[src/design/pbat_pkg.sv]
// Package for the aging blacklist table: transfer payload types, entry layout
// and command codes. It depends on nothing else.
package pbat_pkg;

    typedef enum logic [1:0] {
        CMD_SET   = 2'd0,
        CMD_TICK  = 2'd1,
        CMD_QUERY = 2'd2,
        CMD_NONE  = 2'd3
    } t_cmd;

    typedef struct packed {
        logic [1:0]  cmd;
        logic [15:0] pan_id;
        logic [15:0] amount;
    } t_in_item;

    typedef struct packed {
        logic       hit;
        logic       dropped;
        logic [4:0] entries_in_use;
    } t_out_item;

    typedef struct packed {
        logic [15:0] key;
        logic [15:0] remain_s;
    } t_entry;

    localparam int unsigned COUNT_MAX = 31;

endpackage

[src/design/pbat_entry_mem.sv]
// Entry memory of the aging blacklist table: key and remaining seconds per slot.
// One write port and one read port with registered read data; uses pbat_pkg.
module pbat_entry_mem #(
    parameter int ENTRIES = 16,
    parameter int IW      = 4
) (
    input  logic              i_clk,
    input  logic              i_rd_en,
    input  logic [IW-1:0]     i_rd_addr,
    output pbat_pkg::t_entry  o_rd_data,
    input  logic              i_wr_en,
    input  logic [IW-1:0]     i_wr_addr,
    input  pbat_pkg::t_entry  i_wr_data
);

    pbat_pkg::t_entry r_mem [ENTRIES];
    pbat_pkg::t_entry r_rd_data;

    always_ff @(posedge i_clk) begin
        if (i_wr_en) begin
            r_mem[i_wr_addr] <= i_wr_data;
        end
        if (i_rd_en) begin
            r_rd_data <= r_mem[i_rd_addr];
        end
    end

    assign o_rd_data = r_rd_data;

endmodule

[src/design/pan_id_blacklist_aging_table.sv]
// Top level of the aging blacklist table of 16-bit network identifiers.
// Uses pbat_pkg and pbat_entry_mem.
//
// Usage:
//   Input channel i_in_valid / o_in_stall / i_in_item carries one command per
//   transfer: set or refresh a key with a timeout, age all entries by the
//   elapsed seconds, or query a key. Output channel o_out_valid / i_out_stall /
//   o_out_item returns exactly one result per command, in command order.
//   Every set, tick or query command walks all ENTRIES slots of the entry
//   memory through its single read port, one slot per cycle, comparing the
//   slot read in the previous cycle. A tick writes aged entries back behind
//   the read pointer. A command goes through the scan, write and done states,
//   and its result is registered in the done state. The unused command code
//   skips the scan and write states and goes straight to the done state. One
//   command is in work at a time.
//   The output register holds a finished result while the receiver stalls;
//   the next command is still accepted meanwhile, and its result waits in the
//   sequencer until the output register is free.
//   Reset clears all valid bits and the entry count at once; key and time
//   storage keeps its contents and is read only behind a valid bit.
module pan_id_blacklist_aging_table #(
    parameter int ENTRIES = 16
) (
    input  logic                i_clk,
    input  logic                i_rst_n,
    input  logic                i_in_valid,
    output logic                o_in_stall,
    input  pbat_pkg::t_in_item  i_in_item,
    output logic                o_out_valid,
    input  logic                i_out_stall,
    output pbat_pkg::t_out_item o_out_item
);

    localparam int IW = (ENTRIES > 1) ? $clog2(ENTRIES) : 1;
    localparam int CW = $clog2(ENTRIES + 1);

    typedef enum logic [1:0] {
        S_IDLE,
        S_SCAN,
        S_WRITE,
        S_DONE
    } t_state;

    t_state              r_state;
    logic [CW-1:0]       r_idx;
    logic                r_cmp_vld;
    logic [IW-1:0]       r_cmp_idx;
    logic [1:0]          r_cmd;
    logic [15:0]         r_key;
    logic [15:0]         r_amount;
    logic                r_match;
    logic [IW-1:0]       r_match_idx;
    logic                r_free;
    logic [IW-1:0]       r_free_idx;
    logic [ENTRIES-1:0]  r_valid;
    logic [CW-1:0]       r_count;
    logic                r_out_vld;
    pbat_pkg::t_out_item r_out;

    logic                mem_rd_en;
    pbat_pkg::t_entry    mem_rd_data;
    logic                mem_wr_en;
    logic [IW-1:0]       mem_wr_addr;
    pbat_pkg::t_entry    mem_wr_data;
    logic                cmp_slot_vld;
    logic                tick_keep;
    logic                tick_free;
    logic                set_store;
    logic [IW-1:0]       set_slot;
    logic [31:0]         count_ext;
    logic [4:0]          count_sat;

    assign mem_rd_en    = (r_state == S_SCAN) && (r_idx < CW'(ENTRIES));
    assign cmp_slot_vld = r_cmp_vld && r_valid[r_cmp_idx];
    assign tick_keep    = (r_state == S_SCAN) && (r_cmd == pbat_pkg::CMD_TICK)
                          && cmp_slot_vld && (mem_rd_data.remain_s > r_amount);
    assign tick_free    = (r_state == S_SCAN) && (r_cmd == pbat_pkg::CMD_TICK)
                          && cmp_slot_vld && !(mem_rd_data.remain_s > r_amount);
    assign set_store    = (r_state == S_WRITE) && (r_cmd == pbat_pkg::CMD_SET)
                          && (r_match || r_free);
    assign set_slot     = r_match ? r_match_idx : r_free_idx;

    always_comb begin
        mem_wr_en   = tick_keep || set_store;
        mem_wr_addr = set_store ? set_slot : r_cmp_idx;
        if (set_store) begin
            mem_wr_data.key      = r_key;
            mem_wr_data.remain_s = r_amount;
        end else begin
            mem_wr_data.key      = mem_rd_data.key;
            mem_wr_data.remain_s = mem_rd_data.remain_s - r_amount;
        end
    end

    assign count_ext = 32'(r_count);
    assign count_sat = (count_ext > pbat_pkg::COUNT_MAX) ? 5'(pbat_pkg::COUNT_MAX)
                                                         : count_ext[4:0];

    pbat_entry_mem #(
        .ENTRIES (ENTRIES),
        .IW      (IW)
    ) u_mem (
        .i_clk     (i_clk),
        .i_rd_en   (mem_rd_en),
        .i_rd_addr (r_idx[IW-1:0]),
        .o_rd_data (mem_rd_data),
        .i_wr_en   (mem_wr_en),
        .i_wr_addr (mem_wr_addr),
        .i_wr_data (mem_wr_data)
    );

    always_ff @(posedge i_clk) begin
        if (!i_rst_n) begin
            r_state   <= S_IDLE;
            r_idx     <= '0;
            r_cmp_vld <= 1'b0;
            r_valid   <= '0;
            r_count   <= '0;
            r_out_vld <= 1'b0;
        end else begin
            if (r_out_vld && !i_out_stall && (r_state != S_DONE)) begin
                r_out_vld <= 1'b0;
            end
            case (r_state)
                S_IDLE: begin
                    if (i_in_valid) begin
                        r_cmd     <= i_in_item.cmd;
                        r_key     <= i_in_item.pan_id;
                        r_amount  <= i_in_item.amount;
                        r_match   <= 1'b0;
                        r_free    <= 1'b0;
                        r_idx     <= '0;
                        r_cmp_vld <= 1'b0;
                        r_state   <= (i_in_item.cmd == pbat_pkg::CMD_NONE) ? S_DONE : S_SCAN;
                    end
                end
                S_SCAN: begin
                    if (r_idx < CW'(ENTRIES)) begin
                        r_cmp_idx <= r_idx[IW-1:0];
                        r_cmp_vld <= 1'b1;
                        r_idx     <= r_idx + 1'b1;
                    end else begin
                        r_cmp_vld <= 1'b0;
                        if (!r_cmp_vld) begin
                            r_state <= S_WRITE;
                        end
                    end
                    if (r_cmp_vld && (r_cmd != pbat_pkg::CMD_TICK)) begin
                        if (cmp_slot_vld && (mem_rd_data.key == r_key) && !r_match) begin
                            r_match     <= 1'b1;
                            r_match_idx <= r_cmp_idx;
                        end
                        if (!r_valid[r_cmp_idx] && !r_free) begin
                            r_free     <= 1'b1;
                            r_free_idx <= r_cmp_idx;
                        end
                    end
                    if (tick_free) begin
                        r_valid[r_cmp_idx] <= 1'b0;
                        r_count            <= r_count - 1'b1;
                    end
                end
                S_WRITE: begin
                    if (set_store) begin
                        r_valid[set_slot] <= 1'b1;
                        if (!r_match) begin
                            r_count <= r_count + 1'b1;
                        end
                    end
                    r_state <= S_DONE;
                end
                S_DONE: begin
                    if (!r_out_vld || !i_out_stall) begin
                        r_out_vld            <= 1'b1;
                        r_out.hit            <= (r_cmd == pbat_pkg::CMD_QUERY) && r_match;
                        r_out.dropped        <= (r_cmd == pbat_pkg::CMD_SET)
                                                && !r_match && !r_free;
                        r_out.entries_in_use <= count_sat;
                        r_state              <= S_IDLE;
                    end
                end
                default: begin
                    r_state <= S_IDLE;
                end
            endcase
        end
    end

    assign o_in_stall  = (r_state != S_IDLE);
    assign o_out_valid = r_out_vld;
    assign o_out_item  = r_out;

endmodule

[config.mk]
export PLATFORM = sky130hd
export DESIGN_NAME = pan_id_blacklist_aging_table
export DESIGN_NICKNAME = d
export VERILOG_FILES = /design/src/design/pbat_pkg.sv /design/src/design/pbat_entry_mem.sv /design/src/design/pan_id_blacklist_aging_table.sv
export SDC_FILE = /design/constraint.sdc
export NUM_CORES = 1
export LEC_CHECK = 0
export ABC_CLOCK_PERIOD_IN_PS = 14800
export BUFFER_PORTS_ARGS = -buffer_cell sky130_fd_sc_hd__buf_4
export CORE_ASPECT_RATIO = 0.6
export CORE_MARGIN = 2
export CORE_UTILIZATION = 40
export CTS_BUF_LIST = sky130_fd_sc_hd__clkbuf_8
export DETAILED_ROUTE_END_ITERATION = 7
export PLACE_DENSITY = 0.6
export SLEW_MARGIN = 30
export SYNTH_ARGS = -nofsm -noshare
export SYNTH_HDL_FRONTEND = slang
export SYNTH_SLANG_ARGS = --single-unit
export TNS_END_PERCENT = 10
[constraint.sdc]
create_clock -name i_clk -period 14.8 [get_ports i_clk]
set_input_delay 3.7 -clock i_clk [delete_from_list [all_inputs] [get_ports i_clk]]
set_output_delay 3.7 -clock i_clk [all_outputs]
set_load 0.03 [all_outputs]
==> out/summary.txt, run 1 <==
Status: complete, no violations
Commonest non-fill, non-tap cells in the layout: edfxtp_1, mux4_2, clkbuf_8, nand2_1, buf_4
Syn_nets: 1378
Share of layout cells above drive strength 1: 0.2688
Final core utilization: 0.4553
Post-synthesis sequential area ratio: 0.7343
Pwr/cell area: 159.1 nW/um^2
Worst-path clk slew: 0.07 ns
CP endpoint kind: output port
Synth Area in XOR/XNOR: 0.01038
Worst Skew: 0.02413 ns
Starting Density: 0.4042
Hold EP: r_valid[12]
Max-slew violation count: 0
Post-synthesis simple-gate area fraction: 0.04053
Routed WL: 59610 um
Setup_tns: 0 ns
Vias per cell: 5.624
Final min period: 5.385 ns
RR Endpoint: u_mem.r_mem[13][12]
I/O Buffers: 46
Worst Hold Depth: 2
Worst slew margin: 0.3496
Synth Area in Adders: 0.01394
GR Util met3: 0.03889
Via count of the first global-routing pass: 12980
Final Setup Violations: 0
Largest net degree at the start of global routing: 52
CTS HTree Levels: 3
Mapped Area: 25310 sq um
Post-synthesis compound-gate area fraction: 0.03678
# DRC: 0
Kind of critical path: flip-flop to output port
Die Y: 198.9 um
Post-synth EDFFs: 599
GPL Wtd Cong: 0.7425
WL/cell: 25.57 um
Maximum clock frequency: 185.7 MHz
Reg2Reg Depth: 10
Max Cap Viol: 0
Post-synthesis register bit count: 629
Reg-to-Reg Start: r_amount[0]
Finished Layout Cells: 2331
Worst hold path class: flip-flop to flip-flop
CTS buffer count: 90
Post-synthesis async set-or-reset flop share: 0
Total Routing Usage GR: 0.1844
Most common cell after layout, fill and taps aside: edfxtp_1
Area grow syn2layout: 12.65%
Count of cell types in the netlist: 65
Final HPWL DP: 32460 um
Main flop type after synthesis: edfxtp_1
Cts hold-fix bufs: 0
Diode count: 0
RSZ-0062 raised after global routing: no
CTS sink cnt: 629
Initial antenna violation count: 0
Dpl cells: 2169
Core ar.: 62630 sq um
Nets: 1487
R2R Setup Slk: 10.23 ns
Slew @ Worst Pin: 0.9725 ns
Worst Path Required: 11.10 ns
First-pass GRT wire length: 87220 um
Grt peak-use layer: met1
Synth warn: 0
Syn Area/Cell: 19.28 sq um
Critical Path Start: r_state[0]
Crit-path max FO: 4
Startpoint types: flip-flop
Worst Hold Slack: 0.4805 ns
Vias: 13110
Largest family of logic cells by synthesized area: multiplexers
Clk root buf: clkbuf_8
Hold Violations, Final: 0
Static Leak: 0.008993 uW
1st-iter DRT viols: 1415
Clock Latency Late Sink: 0.67 ns
HP Start: r_valid[12]
Fin crit share: 0.3639
Crit path DAT: 1.69 ns
CTS tree: yes
Met2 Resource Use GR: 0.2617
Maximum VDD drop: 96.63 uV
CTS resizes: 0
Die Span X: 328.8 um
Die area: 65380 sq um
1st-pass router iterations: 5
Post-Synthesis Cells: 1313
Grt ovf: 0
Post-CTS setup buffer count: 0
Mux cell area share after synthesis: 0.1485
I/O pins: 47
Met1 Use GR: 0.2905
Row cnt: 71
Clock buffer depth: 3
Post-route ant nets: 0
## critical path, stage by stage (launching register included)
cell and delay [ns]:
dfxtp_1 0.39, inv_1 0.11, ha_1 0.28, inv_1 0.08, buf_4 0.15
## per-layer routing
metal / part of all wire / wire [um]
met1: 0.49 / 28930
met2: 0.43 / 25750
met3: 0.069 / 4123
met4: 0.014 / 808
met5: 0 / 0
## state kept, by name (all words and copies together), names as in the netlist
name / flops
r_free: 1
r_match_idx: 4
r_key: 16
u_mem.r_mem: 512
r_amount: 16
r_cmp_idx: 4
r_cmd: 2
o_out_item: 7
r_cmp_vld: 1
u_mem.o_rd_data: 32
r_count: 5
r_valid: 16
r_free_idx: 4
r_state: 2
o_out_valid: 1
r_match: 1
r_idx: 5
## logic make-up (layout without fill, tap and decap cells)
group,after synthesis,in the layout
compound gates,142,142
xor+xnor,30,30
fa+ha+maj,27,27
buf+inv,97,276
flops,629,629
mux,169,169
simple gates,219,219
## metrics by stage
step	setup WS, ns	cell area (sq um)	power [uW]
2_1_floorplan	9.259	25310	2994
3_3_place_gp	9.388	26860	3261
3_5_place_dp	9.599	26860	3300
4_1_cts	9.381	28470	4570
5_1_grt	9.331	28510	4750
6_report	9.415	28510	4538
## synth_stat cells (all sizes together), types with 3 or more instances
master | instances | area (sq um)
edfxtp | 599 | 17990
mux4 | 164 | 3697
nand2 | 86 | 322.8
nor2 | 56 | 210.2
clkbuf | 45 | 170.2
o21ai | 38 | 193.9
a21oi | 32 | 160.2
dfxtp | 30 | 600.6
inv | 30 | 112.6
ha | 25 | 312.8
buf | 22 | 110.1
xor2 | 17 | 148.9
o311ai | 15 | 131.4
nand2b | 13 | 81.33
xnor2 | 13 | 113.9
nor3 | 12 | 60.06
nand3 | 11 | 60.06
nand4 | 8 | 50.05
o211ai | 8 | 60.06
a21o | 7 | 52.55
a31oi | 7 | 43.79
nor4 | 6 | 37.54
o21a | 6 | 45.04
mux2i | 5 | 62.56
o22ai | 5 | 31.28
a211oi | 4 | 30.03
nor2b | 4 | 25.02
o31ai | 4 | 30.03
or2 | 4 | 25.02
or3 | 4 | 25.02
and3 | 3 | 18.77
nand3b | 3 | 22.52
## worst max-delay path by stage
stage	slack (ns)	endpoint	cells past startpoint
2_1_floorplan	9.26	r_amount[0]	3
3_3_place_gp	9.39	r_amount[14]	2
3_5_place_dp	9.60	r_cmp_idx[2]	3
4_1_cts	9.38	o_in_stall	4
5_1_grt	9.33	o_in_stall	4
6_report	9.41	o_in_stall	4
## area by class of cell
type                    count  area (sq um)
clock buffers              94          1294
clock inverters            68         316.6
fillers                  5289         34110
inverters                  30         112.6
multi-input cells         587          6510
flip-flops and latches    629         18600
well taps                 839          1050
repair buffers             84         634.4
## where the power goes
part | total (uW) | switching [uW] | internal, uW
registers | 2340 | 60.1 | 2280
logic | 930 | 598 | 333
clock network | 1270 | 661 | 607
total | 4540 | 1320 | 3220
Power figures use the tool's default switching activity.
==> inputs of run 2 (changes only) <==
--- a/config.mk
+++ b/config.mk
@@ -5,14 +5,14 @@
 export SDC_FILE = /design/constraint.sdc
 export NUM_CORES = 1
 export LEC_CHECK = 0
-export ABC_CLOCK_PERIOD_IN_PS = 14800
+export ABC_CLOCK_PERIOD_IN_PS = 4550
 export BUFFER_PORTS_ARGS = -buffer_cell sky130_fd_sc_hd__buf_4
 export CORE_ASPECT_RATIO = 0.6
 export CORE_MARGIN = 2
 export CORE_UTILIZATION = 40
 export CTS_BUF_LIST = sky130_fd_sc_hd__clkbuf_8
 export DETAILED_ROUTE_END_ITERATION = 7
-export PLACE_DENSITY = 0.6
+export PLACE_DENSITY = 0.62
 export SLEW_MARGIN = 30
 export SYNTH_ARGS = -nofsm -noshare
 export SYNTH_HDL_FRONTEND = slang
==> constraint.sdc (replaced) <==
create_clock -name i_clk -period 4.55 [get_ports i_clk]
set_input_delay 1.1375 -clock i_clk [delete_from_list [all_inputs] [get_ports i_clk]]
set_output_delay 1.1375 -clock i_clk [all_outputs]
set_load 0.03 [all_outputs]
==> out/summary.txt, run 2 (synthesized netlist as in run 1, its figures left out) <==
Final Cell Area: 29010 sq um
Largest reg by FF count: u_mem.r_mem
Crit path buffers/inverters: 1
Final Setup Violations: 0
CTS HTree Levels: 3
CP endpoint kind: flip-flop
CP max stage delay: 0.53 ns
Final HPWL DP: 36860 um
CTS buffer count: 90
Die Span X: 328.8 um
Most common cell after layout, fill and taps aside: edfxtp_1
Final min period: 4.042 ns
Crit path DAT: 4.40 ns
Grt ovf: 0
GPL Wtd Cong: 0.8393
Worst Hold Slack: 0.4782 ns
Critical path's slowest cell: nor2_4
Worst slew margin: 0.3285
Status: complete, no violations
Share of layout cells above drive strength 1: 0.2837
CTS resizes: 0
Static Leak: 0.009192 uW
Vias: 13090
Hold Violations, Final: 0
Maximum VDD drop: 336.8 uV
I/O pins: 47
Clk root buf: clkbuf_8
Max reg flops: 512
Worst Path Required: 4.90 ns
Crit-path max FO: 18
Maximum clock frequency: 247.4 MHz
Routed WL: 58380 um
Worst Skew: 0.03329 ns
Area grow syn2layout: 14.61%
CTS sink cnt: 629
Clock buffer depth: 3
Diode count: 0
Pwr/cell area: 535.6 nW/um^2
Max Cap Viol: 0
Kind of critical path: flip-flop to flip-flop
Vias per cell: 5.566
First-pass GRT wire length: 86930 um
1st-pass router iterations: 5
WL/cell: 24.83 um
Total Routing Usage GR: 0.1824
Via count of the first global-routing pass: 13240
Initial antenna violation count: 0
Placed Instance Area: 27150 sq um
Cts hold-fix bufs: 0
Max-slew violation count: 0
Nets: 1504
Clock Latency Late Sink: 0.67 ns
Worst hold path class: flip-flop to flip-flop
Starting Density: 0.4042
Cell count along the critical path: 10
Fin crit share: 0.8884
Post-route ant nets: 0
Row cnt: 71
Die area: 65380 sq um
Startpoint types: flip-flop
Worst Hold Depth: 2
# DRC: 0
Die Y: 198.9 um
Largest net degree at the start of global routing: 66
CP delay by family, top: compound AO/OA/AOI/OAI gates
Reg2Reg Depth: 10
Worst-path clk slew: 0.06 ns
Core ar.: 62630 sq um
Post-CTS setup buffer count: 0
Final core utilization: 0.4632
CTS tree: yes
RSZ-0062 raised after global routing: no
Worst-path cell chain: ha_1, fa_1, nand2b_1, a211oi_1, o31ai_1, o211a_1, nor2_1, a32oi_2, nor2_4, buf_12
Commonest non-fill, non-tap cells in the layout: edfxtp_1, mux4_2, clkbuf_8, buf_4, nand2_1
I/O Buffers: 46
Slew @ Worst Pin: 1.007 ns
1st-iter DRT viols: 1375
## run 2: cell count changes in the layout (fill, tap and decap cells not counted), sizes merged
| cell | delta |
|---|---|
| clkbuf | -3 |
| clkinv | +1 |
| clkinvlp | +5 |
| buf | +17 |
| bufinv | +9 |
| inv | -9 |
## run 2: path summary, 6_finish.rpt
path	start	endpoint	slack [ns]
setup reg to reg	r_amount[0]	u_mem.r_mem[7][6]	0.51
hold / removal	r_valid[14]	r_valid[14]	0.48
hold reg to reg	r_valid[14]	r_valid[14]	0.48
setup / recovery	r_amount[0]	u_mem.r_mem[7][6]	0.51
## run 2: worst reg2reg max path: stages (launching register included)
cell	delay [ns]
edfxtp_1	0.39
ha_1	0.25
fa_1	0.41
nand2b_1	0.21
a211oi_1	0.43
o31ai_1	0.20
o211a_1	0.34
nor2_1	0.29
a32oi_2	0.43
nor2_4	0.53
buf_12	0.24
## run 2: through the flow
step / total power (uW) / std cells / setup WS (ns) / setup TNS (ns)
CTS: 15700 / 2351 / 0.5477 / 0
global placement: 10960 / 2186 / 0.7179 / 0
finish: 15540 / 2351 / 0.5079 / 0
global route: 16260 / 2351 / 0.3364 / 0
floorplan: 9737 / 1313 / -0.4259 / -52.24
detailed placement: 11050 / 2186 / 0.5960 / 0
## run 2: layout make-up
cell class | count | area, sq um
Fill cell | 5271 | 33620
Sequential cell | 629 | 18600
Multi-Input combinational cell | 587 | 6490
Clock buffer | 91 | 1252
Tap cell | 839 | 1050
Timing Repair Buffer | 101 | 908.4
Clock inverter | 74 | 599.3
Inverter | 30 | 112.6
## run 2: layer usage
layer,vias to the layer above,global-route usage,share of wire
met3,78,0.03869,0.065
met4,0,0.04482,0.017
met1,6930,0.2786,0.47
met5,-,0,0
met2,453,0.2665,0.44
li1,5624,-,-
## run 2: report_power, final
part | switching [uW] | internal (uW)
Clock | 2190 | 2450
Combinational | 2120 | 1150
Sequential | 209 | 7410
==> inputs of run 3 (changes only) <==
--- a/config.mk
+++ b/config.mk
@@ -5,14 +5,13 @@
 export SDC_FILE = /design/constraint.sdc
 export NUM_CORES = 1
 export LEC_CHECK = 0
-export ABC_CLOCK_PERIOD_IN_PS = 4550
+export ABC_CLOCK_PERIOD_IN_PS = 4500
 export BUFFER_PORTS_ARGS = -buffer_cell sky130_fd_sc_hd__buf_4
 export CORE_ASPECT_RATIO = 0.6
 export CORE_MARGIN = 2
 export CORE_UTILIZATION = 40
 export CTS_BUF_LIST = sky130_fd_sc_hd__clkbuf_8
 export DETAILED_ROUTE_END_ITERATION = 7
-export PLACE_DENSITY = 0.62
 export SLEW_MARGIN = 30
 export SYNTH_ARGS = -nofsm -noshare
 export SYNTH_HDL_FRONTEND = slang
==> constraint.sdc (replaced) <==
create_clock -name i_clk -period 4.5 [get_ports i_clk]
set_input_delay 1.125 -clock i_clk [delete_from_list [all_inputs] [get_ports i_clk]]
set_output_delay 1.125 -clock i_clk [all_outputs]
set_load 0.03 [all_outputs]
==> out/summary.txt, run 3 (synthesized netlist as in run 1, its figures left out) <==
# DRC: 0
CP endpoint kind: flip-flop
Dpl cells: 2199
Top Metal Used: met4
Reg2Reg Depth: 11
Max-slew violation count: 0
1st-iter DRT viols: 1975
Met1 WL: 31030 um
Starting Density: 0.4042
Area grow syn2layout: 13.99%
1st-pass router iterations: 5
Via count of the first global-routing pass: 13020
Worst Hold Depth: 2
I/O Buffers: 46
Status: complete, no violations
Maximum VDD drop: 327.1 uV
Routed WL: 63310 um
Worst Skew: 0.03240 ns
CTS tree: yes
Die area: 65380 sq um
Share of layout cells above drive strength 1: 0.2792
Commonest non-fill, non-tap cells in the layout: edfxtp_1, mux4_2, buf_4, clkbuf_8, nand2_1
Post-route ant nets: 0
Clk root buf: clkbuf_8
Die Span X: 328.8 um
Worst Path Required: 4.82 ns
Final Setup Violations: 0
Crit-path max FO: 17
GPL Wtd Cong: 0.8130
Worst slew margin: 0.3343
Grt ovf: 0
Largest net degree at the start of global routing: 51
Final min period: 3.727 ns
Worst-path clk slew: 0.06 ns
Maximum clock frequency: 268.3 MHz
CTS buffer count: 90
Startpoint types: flip-flop
Met2 routed WL: 23210 um
Met3 WL: 8421 um
Slew @ Worst Pin: 0.9919 ns
CTS HTree Levels: 3
Post-CTS setup buffer count: 0
Cts hold-fix bufs: 0
CTS sink cnt: 629
Worst hold path class: flip-flop to flip-flop
Final HPWL DP: 43540 um
Max reg flops: 512
Fin crit share: 0.8281
Vias per cell: 5.648
Max Cap Viol: 0
Total Routing Usage GR: 0.1984
Vias: 13350
Die Y: 198.9 um
Most common cell after layout, fill and taps aside: edfxtp_1
Clock buffer depth: 3
RSZ-0062 raised after global routing: no
Pwr/cell area: 540.8 nW/um^2
Finished Layout Cells: 2363
Row cnt: 71
Core ar.: 62630 sq um
Hold Violations, Final: 0
First-pass GRT wire length: 91130 um
Clock Latency Late Sink: 0.67 ns
Final core utilization: 0.4607
Kind of critical path: flip-flop to flip-flop
Initial antenna violation count: 4
Static Leak: 0.009207 uW
WL/cell: 26.79 um
CTS resizes: 0
Nets: 1517
I/O pins: 47
Crit path DAT: 4.05 ns
Largest reg by FF count: u_mem.r_mem
run 3: cell count changes in the layout (fill, tap and decap cells not counted), moves of 2 or more:
cell        delta
dfxtp_2        -2
buf_12         -4
diode_2        +2
clkbuf_8       +2
dfxtp_4        +2
inv_1         +12
clkinvlp_4     -6
buf_4         +17
clkinv_2       -5
o21ai_1        +2
bufinv_16      -7
run 3: path summary, 6_finish.rpt:
path / startpoint / end / slack, ns
max: r_amount[0] / u_mem.r_mem[1][5] / 0.77
min: r_valid[3] / r_valid[3] / 0.48
max reg2reg: r_amount[0] / u_mem.r_mem[1][5] / 0.77
min reg2reg: r_valid[3] / r_valid[3] / 0.48
run 3: worst max-delay path, cell delays in order, from the launching register on:
cell	delay, ns
edfxtp_1	0.41
ha_1	0.26
fa_1	0.38
nand2b_1	0.19
a211oi_1	0.38
o31ai_1	0.18
o211a_1	0.33
nor2_1	0.26
a32oi_2	0.14
buf_4	0.27
nor3_2	0.26
buf_4	0.33
run 3: per-stage QoR:
stage | cell area, sq um | hold WS, ns | TNS (ns) | power, uW | setup slack (ns)
CTS | 28850 | 0.4852 | 0 | 15690 | 0.7580
finish | 28860 | 0.4843 | 0 | 15610 | 0.7734
global route | 28850 | 0.5012 | 0 | 16300 | 0.5692
detailed placement | 27190 | 0.4761 | 0 | 11440 | 0.8277
floorplan | 25310 | 0.4064 | -58.64 | 9846 | -0.4759
global placement | 27190 | 0.4729 | 0 | 11340 | 0.9129
run 3: layer usage:
metal | vias up | GRT usage
met5 | - | 0
met4 | 0 | 0.03653
met1 | 6990 | 0.3324
li1 | 5647 | -
met3 | 65 | 0.07928
met2 | 645 | 0.2325
run 3: area by class of cell:
cell class / count / area, sq um
inverters: 30 / 112.6
clock inverters: 69 / 375.4
multi-input cells: 587 / 6474
diodes: 2 / 5.005
well taps: 839 / 1050
fillers: 5285 / 33770
flip-flops and latches: 629 / 18600
clock buffers: 93 / 1280
repair buffers: 114 / 955.9
run 3: where the power goes:
| group | switching, uW | internal, uW |
|---|---|---|
| combinational | 2470 | 1200 |
| clock | 2140 | 2100 |
| sequential | 205 | 7500 |
| total | 4810 | 10800 |
